--- src/rtl/rgds_pkg.sv ---
// Shared types, constants and register codes for the rpm/gear display serializer.
`default_nettype none

package rgds_pkg;

   localparam int FRAME_BITS          = 24;
   localparam int BAR_BITS            = 10;
   localparam int THRESH_COUNT        = 5;
   localparam int SETUP_DELAY_DEFAULT = 16;
   localparam int CSR_DATA_BITS       = 56;

   localparam logic [BAR_BITS-1:0] BAR_ALL_OFF       = 10'h3ff;
   localparam logic [55:0]         GEAR_TABLE_RESET  = 56'h0;
   localparam logic [39:0]         THRESH_RESET      = 40'h9B8B7C6C5C;
   localparam logic [7:0]          SHIFT_LIMIT_RESET = 8'd172;

   localparam logic [2:0] GEAR_BLANK = 3'd0;

   typedef enum logic [1:0] {
      CSR_GEAR_TABLE  = 2'd0,
      CSR_THRESHOLDS  = 2'd1,
      CSR_SHIFT_LIMIT = 2'd2
   } csr_index_type;

   typedef struct packed {
      logic [7:0] rpm_level;
      logic [2:0] gear_index;
      logic [5:0] flag_bits;
      logic       blink_phase;
   } req_type;

   typedef struct packed {
      logic data_bit;
      logic last_bit;
   } rsp_type;

   typedef struct packed {
      logic [55:0] gear_segment_table;
      logic [39:0] rpm_thresholds;
      logic [7:0]  shift_limit;
   } cfg_type;

   typedef logic [FRAME_BITS-1:0] frame_type;

   typedef struct packed {
      logic      valid;
      frame_type frame;
   } frame_beat_type;

endpackage

`default_nettype wire

--- src/rtl/rgds_csr_regs.sv ---
// Configuration registers: gear segment table, rpm thresholds and shift limit.
`default_nettype none

module rgds_csr_regs
   import rgds_pkg::*;
(
   input  wire logic                     clock,
   input  wire logic                     reset,
   input  wire logic                     csr_valid,
   output logic                          csr_ready,
   input  wire logic [1:0]               csr_index,
   input  wire logic [CSR_DATA_BITS-1:0] csr_wdata,
   output cfg_type                       cfg
);

   cfg_type cfg_ff;
   cfg_type cfg_in;

   assign csr_ready = 1'b1;
   assign cfg       = cfg_ff;

   always_comb begin
      cfg_in = cfg_ff;
      if (csr_valid) begin
         case (csr_index)
            CSR_GEAR_TABLE:  cfg_in.gear_segment_table = csr_wdata[55:0];
            CSR_THRESHOLDS:  cfg_in.rpm_thresholds     = csr_wdata[39:0];
            CSR_SHIFT_LIMIT: cfg_in.shift_limit        = csr_wdata[7:0];
            default:         cfg_in = cfg_ff;  // unmapped index: drop the write
         endcase
      end
   end

   always_ff @(posedge clock) begin
      if (reset) begin
         cfg_ff.gear_segment_table <= GEAR_TABLE_RESET;
         cfg_ff.rpm_thresholds     <= THRESH_RESET;
         cfg_ff.shift_limit        <= SHIFT_LIMIT_RESET;
      end else begin
         cfg_ff <= cfg_in;
      end
   end

endmodule

`default_nettype wire

--- src/rtl/rgds_frame_builder.sv ---
// Frame builder: forms the 24-bit frame from one request and holds it for the serializer.
`default_nettype none

module rgds_frame_builder
   import rgds_pkg::*;
(
   input  wire logic    clock,
   input  wire logic    reset,
   input  wire logic    req_valid,
   output logic         req_ready,
   input  wire req_type req_data,
   input  wire cfg_type cfg,
   input  wire logic    frame_take,
   output frame_beat_type frame_out
);

   logic              pend_valid_ff;
   logic              pend_valid_in;
   frame_type         pend_frame_ff;
   frame_type         pend_frame_in;
   logic [BAR_BITS-1:0] bar;
   logic [7:0]        gear_byte;
   logic [2:0]        gear_slot;
   logic              run;
   logic [7:0]        thr;
   logic              req_accept;

   // Walk the thresholds in order; stop lighting pairs at the first miss. Above the shift limit the whole bar blinks.
   always_comb begin
      bar = BAR_ALL_OFF;
      run = 1'b1;
      thr = '0;
      for (int c = 0; c < THRESH_COUNT; c++) begin
         thr = cfg.rpm_thresholds[8*c +: 8];
         run = run && (req_data.rpm_level > thr);
         if (run) begin
            bar[c]              = 1'b0;
            bar[BAR_BITS-1-c]   = 1'b0;
         end
      end
      if (req_data.rpm_level > cfg.shift_limit) begin
         bar = req_data.blink_phase ? BAR_ALL_OFF : '0;
      end
   end

   assign gear_slot = req_data.gear_index - 3'd1;

   always_comb begin
      if (req_data.gear_index == GEAR_BLANK) begin
         gear_byte = 8'h00;
      end else begin
         gear_byte = cfg.gear_segment_table[8*gear_slot +: 8];
      end
   end

   assign req_ready  = !pend_valid_ff || frame_take;
   assign req_accept = req_valid && req_ready;

   always_comb begin
      pend_valid_in = pend_valid_ff;
      pend_frame_in = pend_frame_ff;
      if (req_accept) begin
         pend_valid_in = 1'b1;
         pend_frame_in = {gear_byte, ~req_data.flag_bits, bar};
      end else if (frame_take) begin
         pend_valid_in = 1'b0;
      end
   end

   always_ff @(posedge clock) begin
      if (reset) begin
         pend_valid_ff <= 1'b0;
      end else begin
         pend_valid_ff <= pend_valid_in;
      end
   end

   always_ff @(posedge clock) begin
      pend_frame_ff <= pend_frame_in;
   end

   assign frame_out.valid = pend_valid_ff;
   assign frame_out.frame = pend_frame_ff;

   a_pend_holds: assert property (@(posedge clock) disable iff (reset)
      pend_valid_ff && !frame_take |=> pend_valid_ff && $stable(pend_frame_ff))
      else $error("pending frame lost before the serializer took it");

endmodule

`default_nettype wire

--- src/rtl/rgds_serializer.sv ---
// Serializer: shifts a frame out MSB first, one bit per beat after a setup delay.
`default_nettype none

module rgds_serializer
   import rgds_pkg::*;
#(
   parameter int SETUP_DELAY_CYCLES = SETUP_DELAY_DEFAULT
)(
   input  wire logic     clock,
   input  wire logic     reset,
   input  wire frame_beat_type frame_in,
   output logic          frame_take,
   output logic          rsp_valid,
   input  wire logic     rsp_ready,
   output rsp_type       rsp_data
);

   localparam int DW = $clog2(SETUP_DELAY_CYCLES + 1);
   localparam int CW = $clog2(FRAME_BITS);

   logic            busy_ff, busy_in;
   frame_type       shift_ff, shift_in;
   logic [CW-1:0]   bit_cnt_ff, bit_cnt_in;
   logic [DW-1:0]   delay_ff, delay_in;
   logic            last;
   logic            rsp_accept;

   assign last       = bit_cnt_ff == CW'(FRAME_BITS - 1);
   assign rsp_valid  = busy_ff && (delay_ff == '0);
   assign rsp_accept = rsp_valid && rsp_ready;
   assign frame_take = frame_in.valid && (!busy_ff || (rsp_accept && last));

   assign rsp_data.data_bit = shift_ff[FRAME_BITS-1];
   assign rsp_data.last_bit = last;

   always_comb begin
      busy_in    = busy_ff;
      shift_in   = shift_ff;
      bit_cnt_in = bit_cnt_ff;
      delay_in   = delay_ff;
      if (frame_take) begin
         busy_in    = 1'b1;
         shift_in   = frame_in.frame;
         bit_cnt_in = '0;
         delay_in   = DW'(SETUP_DELAY_CYCLES);
      end else if (rsp_accept && last) begin
         busy_in = 1'b0;
      end else if (rsp_accept) begin
         shift_in   = {shift_ff[FRAME_BITS-2:0], 1'b0};
         bit_cnt_in = bit_cnt_ff + CW'(1);
         delay_in   = DW'(SETUP_DELAY_CYCLES);
      end else if (busy_ff && (delay_ff != '0)) begin
         delay_in = delay_ff - DW'(1);
      end
   end

   always_ff @(posedge clock) begin
      if (reset) begin
         busy_ff    <= 1'b0;
         bit_cnt_ff <= '0;
         delay_ff   <= '0;
      end else begin
         busy_ff    <= busy_in;
         bit_cnt_ff <= bit_cnt_in;
         delay_ff   <= delay_in;
      end
   end

   always_ff @(posedge clock) begin
      shift_ff <= shift_in;
   end

   a_cnt_range: assert property (@(posedge clock) disable iff (reset)
      busy_ff |-> bit_cnt_ff <= CW'(FRAME_BITS - 1))
      else $error("bit counter ran past the frame");

   a_setup_gap: assert property (@(posedge clock) disable iff (reset)
      rsp_accept && !last |=> busy_ff && !rsp_valid)
      else $error("next bit shown without a setup delay");

   a_idle_after_last: assert property (@(posedge clock) disable iff (reset)
      rsp_accept && last && !frame_in.valid |=> !busy_ff)
      else $error("serializer stayed busy after the last bit");

endmodule

`default_nettype wire

--- src/rtl/rpm_gear_display_serializer_top.sv ---
// Top level of the rpm/gear display serializer for an LED shift-register chain.
`default_nettype none

// Each request (rpm byte, gear index, six flags, blink phase) becomes one 24-bit
// frame, sent MSB first as 24 response beats: the gear segment byte, the six
// flags inverted, then the 10-LED active-low rpm bar. last_bit marks the 24th
// beat, after which the strobe may be raised. Before each bit is shown as
// valid, its data is held for a setup delay set by SETUP_DELAY_CYCLES and
// counted down by the serializer's setup counter. The frame is built in one
// pass and registered; that register holds the next frame while the current
// one is still shifting, so a new request is accepted as soon as the register
// is free, and the next frame is taken into the shifter in the same cycle as
// the previous last beat is taken. Configuration writes take effect on the next
// cycle; csr_ready is always high and writes to an unmapped index are dropped.
// Write configuration only while no frame is in flight.

module rpm_gear_display_serializer_top
   import rgds_pkg::*;
#(
   parameter int SETUP_DELAY_CYCLES = SETUP_DELAY_DEFAULT
)(
   input  wire logic                     clock,
   input  wire logic                     reset,
   input  wire logic                     req_valid,
   output logic                          req_ready,
   input  wire req_type                  req_data,
   output logic                          rsp_valid,
   input  wire logic                     rsp_ready,
   output rsp_type                       rsp_data,
   input  wire logic                     csr_valid,
   output logic                          csr_ready,
   input  wire logic [1:0]               csr_index,
   input  wire logic [CSR_DATA_BITS-1:0] csr_wdata
);

   cfg_type        cfg;
   frame_beat_type frame_beat;
   logic           frame_take;

   // Hold the three configuration registers.
   rgds_csr_regs u_csr_regs (
      .clock     (clock),
      .reset     (reset),
      .csr_valid (csr_valid),
      .csr_ready (csr_ready),
      .csr_index (csr_index),
      .csr_wdata (csr_wdata),
      .cfg       (cfg)
   );

   // Build the frame and park it until the serializer frees up.
   rgds_frame_builder u_frame_builder (
      .clock      (clock),
      .reset      (reset),
      .req_valid  (req_valid),
      .req_ready  (req_ready),
      .req_data   (req_data),
      .cfg        (cfg),
      .frame_take (frame_take),
      .frame_out  (frame_beat)
   );

   // Shift the frame out, one beat per bit.
   rgds_serializer #(
      .SETUP_DELAY_CYCLES (SETUP_DELAY_CYCLES)
   ) u_serializer (
      .clock      (clock),
      .reset      (reset),
      .frame_in   (frame_beat),
      .frame_take (frame_take),
      .rsp_valid  (rsp_valid),
      .rsp_ready  (rsp_ready),
      .rsp_data   (rsp_data)
   );

endmodule

`default_nettype wire
--- config.mk ---
export PLATFORM = sky130hd
export DESIGN_NAME = rpm_gear_display_serializer_top
export DESIGN_NICKNAME = d
export VERILOG_FILES = /design/src/rtl/rgds_pkg.sv /design/src/rtl/rgds_csr_regs.sv /design/src/rtl/rgds_frame_builder.sv /design/src/rtl/rgds_serializer.sv /design/src/rtl/rpm_gear_display_serializer_top.sv
export SDC_FILE = /design/constraint.sdc
export NUM_CORES = 1
export LEC_CHECK = 0
export ABC_CLOCK_PERIOD_IN_PS = 7000
export BUFFER_PORTS_ARGS = -buffer_cell sky130_fd_sc_hd__buf_2
export CAP_MARGIN = 5
export CORE_ASPECT_RATIO = 0.7
export CORE_UTILIZATION = 39
export DETAILED_ROUTE_END_ITERATION = 16
export MAX_ROUTING_LAYER = met4
export PLACE_DENSITY = 0.54
export SYNTH_ARGS = -nofsm -noshare
export SYNTH_HDL_FRONTEND = slang
export SYNTH_SLANG_ARGS = --single-unit
--- constraint.sdc ---
create_clock -name clock -period 7 [get_ports clock]
set_input_delay 0.35 -clock clock [delete_from_list [all_inputs] [get_ports clock]]
set_output_delay 0.35 -clock clock [all_outputs]
set_load 0.02 [all_outputs]
==> flow_summary.json <==
{
  "wl_met2_um": 7809,
  "ys_seq_elements": 159,
  "routed_via_density": 5.008,
  "nNetsFinal": 1050,
  "status": "completed",
  "fin_crit_ps": 2841,
  "drive_above_1_share_pct": 15.72,
  "path_clk_slew_ps": 70,
  "cts_made_buffers": 17,
  "cts_setup_buffers": 0,
  "post_drt_wl_per_cell_um": 16.71,
  "startpoint_type": "flip-flop",
  "grt_first_pass_wirelength_um": 31260,
  "setup_tns_ps": 0,
  "drv_cap": 0,
  "cts_max_level": 4,
  "hpwl_um": 14360,
  "vias": 5975,
  "cts_tree": "built",
  "slew_headroom_pct": 28.62,
  "synth_edf_count": 43,
  "critPathKind": "flip-flop to flip-flop",
  "ctsHoldBuffers": 0,
  "yosys_most_used_dff": "dfxtp_1",
  "synthArstFlopShare_pct": 0,
  "final_design_area_no_fill_um2": 8718,
  "drc_errors": 0,
  "first_iter_violations": 596,
  "met1_length_um": 10820,
  "top_layer_used": "met4",
  "overflow": 0,
  "syn_area_um2": 7569,
  "clk_latency_ps": 420,
  "critical_path.max_stage_delay_ps": 680,
  "wl_um": 19930,
  "dr.pass1.iters": 6,
  "post-route-util_pct": 45.96,
  "fmax_mhz": 351.9,
  "coreArea_um2": 18970,
  "synth_cell_types": 54,
  "port_buffers": 84,
  "syn_nets": 993,
  "preCtsSetupSlack_ps": 3870,
  "worstPathRequired_ps": 6920,
  "antenna_found_initial": 0,
  "place_congestion": 0.8893,
  "placed_area_um2": 8130,
  "rsz0062_at_grt": "false",
  "grt_util_all_layers_pct": 21.58,
  "hold_class": "input port to flip-flop",
  "synth_area_per_cell_um2": 8.811,
  "cts_buffer_depth": 2,
  "worst_pin_slew_ps": 1068,
  "diodes": 0,
  "critPathArrivalTime_ps": 2760,
  "power_density_nw_per_um2": 251.7,
  "core.rowCount": 42,
  "fillerInstances": 1927,
  "timing.final.crit_share_pct": 40.59,
  "grt_max_degree": 82,
  "hold_viol_final": 0,
  "grt_pass1_vias": 5539,
  "fp.dieH_um": 118.6,
  "p_leak_nw": 3.684,
  "vdd_ir_drop_max_mv": 0.1412,
  "cts_root_buf": "clkbuf_16",
  "cts_resized": 0,
  "worst_slack_ps": 4159,
  "syn_to_final_growth_pct": 15.19,
  "skew_ps": 12.34,
  "timing.critical_path.to_type": "flip-flop",
  "ant_nets": 0,
  "die_area_um2": 19980,
  "worstPathCellList": "inv_1 -> ha_1 -> nor4b_4 -> and3_4 -> a21boi_2 -> nand2b_4 -> nand2_1",
  "slew_viol_final": 0,
  "io_pins": 86,
  "critPathSlowestCell": "nand2_1",
  "initial_core_util_pct": 39.90,
  "synthCells": 859,
  "synth.yosys.warnings": 0,
  "worstPathMaxFanout": 26,
  "ys_seq_area_share_pct": 47.74,
  "wl_met3_um": 1177,
  "clock_sinks": 159,
  "holdWs_ps": 145.7,
  "die_x_um": 168.5,
  "setup_viol": 0
}
[final timing paths]
path | slack [ps] | endpoint | start | depth (start not counted)
setup / recovery | 4160 | u_serializer.shift_ff[22]$_DFFE_PP_ | u_serializer.delay_ff[0]$_SDFFE_PP0P_ | 7
hold / removal | 150 | u_csr_regs.cfg[29]$_SDFFE_PP1P_ | csr_wdata[21] | 2
setup reg to reg | 4160 | u_serializer.shift_ff[22]$_DFFE_PP_ | u_serializer.delay_ff[0]$_SDFFE_PP0P_ | 7
hold reg to reg | 450 | u_csr_regs.cfg[31]$_SDFFE_PP0P_ | u_csr_regs.cfg[31]$_SDFFE_PP0P_ | 2
[Yosys cell counts, types with 3 or more instances]
cell type / number / share of area (%)
buf_2: 4 / 0.26
dfxtp_1: 116 / 31
a21oi_1: 111 / 7.3
o21ai_0: 7 / 0.46
and2_1: 3 / 0.25
buf_4: 7 / 0.69
nand2_1: 229 / 11
nand3b_1: 4 / 0.40
nor2b_1: 7 / 0.58
a21o_1: 3 / 0.30
a211o_1: 20 / 2.3
nand4_1: 11 / 0.91
nor3_1: 12 / 0.79
ha_1: 53 / 8.8
o211ai_1: 4 / 0.40
edfxtp_1: 43 / 17
inv_1: 57 / 2.8
nand2b_1: 5 / 0.41
mux4_2: 8 / 2.4
clkbuf_1: 33 / 1.6
buf_1: 5 / 0.25
buf_6: 3 / 0.45
nor2_1: 63 / 3.1
mux2i_1: 13 / 1.7
xor2_1: 4 / 0.46
[critical path, delay by kind of cell, from the launching register on]
kind / cells / cell delay, ps
compound gates: 1 / 280
fa+ha+maj: 1 / 210
buf+inv: 1 / 90
flops: 1 / 350
simple gates: 4 / 1400
[stage by stage]
step,instances,total power [mW]
global placement,1161,1.286
finish,1193,2.195
CTS,1193,2.212
global route,1193,2.287
floorplan,859,1.201
detailed placement,1161,1.286
[where the power goes]
part / internal (mW) / switching [mW] / leakage, nW
clock network: 0.530 / 0.397 / 0.278
registers: 0.998 / 0.0246 / 1.36
logic: 0.0946 / 0.150 / 2.05
[per-layer routing]
layer | GRT usage (%) | vias up
met5 | - | -
met2 | 27.93 | 148
met4 | 5.852 | 0
met3 | 4.253 | 10
li1 | - | 3003
met1 | 33.32 | 2814
[placed cells by master, fill, tap and decap left out, types with 5 or more instances in the layout]
master and count:
nand2b_1 5, buf_4 7, nor2_1 63, nand4_1 11
o21ai_0 7, dfxtp_1 116, nor3_1 12, nand2_1 229
ha_1 53, a21oi_1 110, buf_2 83, inv_1 57
a211o_1 20, edfxtp_1 43, mux2i_1 13, mux4_2 8
nor2b_1 6, clkbuf_16 17
[cell type report]
cell class              count  area [µm²]  area share, %
inverters                  58       217.7          2.497
flip-flops and latches    159        3613          41.45
clock buffers              17       425.4          4.879
well taps                 264       330.3          3.789
clock inverters            15       162.7          1.866
multi-input cells         590        3501          40.16
repair buffers             90       467.9          5.367
[state kept, by name (all words and copies together) (netlist names)]
register	flops
u_csr_regs.cfg	104
u_frame_builder.pend_frame_ff	19
u_frame_builder.pend_valid_ff	1
u_serializer.bit_cnt_ff	5
u_serializer.busy_ff	1
u_serializer.delay_ff	5
u_serializer.shift_ff	24
[kinds of logic after synthesis]
family	after synthesis	synth area share [%]
AND/OR/NAND/NOR	351	20.00
other	1	0.04955
flip-flops	159	47.74
AO/OA/AOI/OAI	158	12.48
XOR/XNOR	6	0.6943
buffers and inverters	110	6.166
multiplexers	21	4.100
adder cells (fa/ha/maj)	53	8.762
Note: power is estimated with default switching activity, not from simulation.
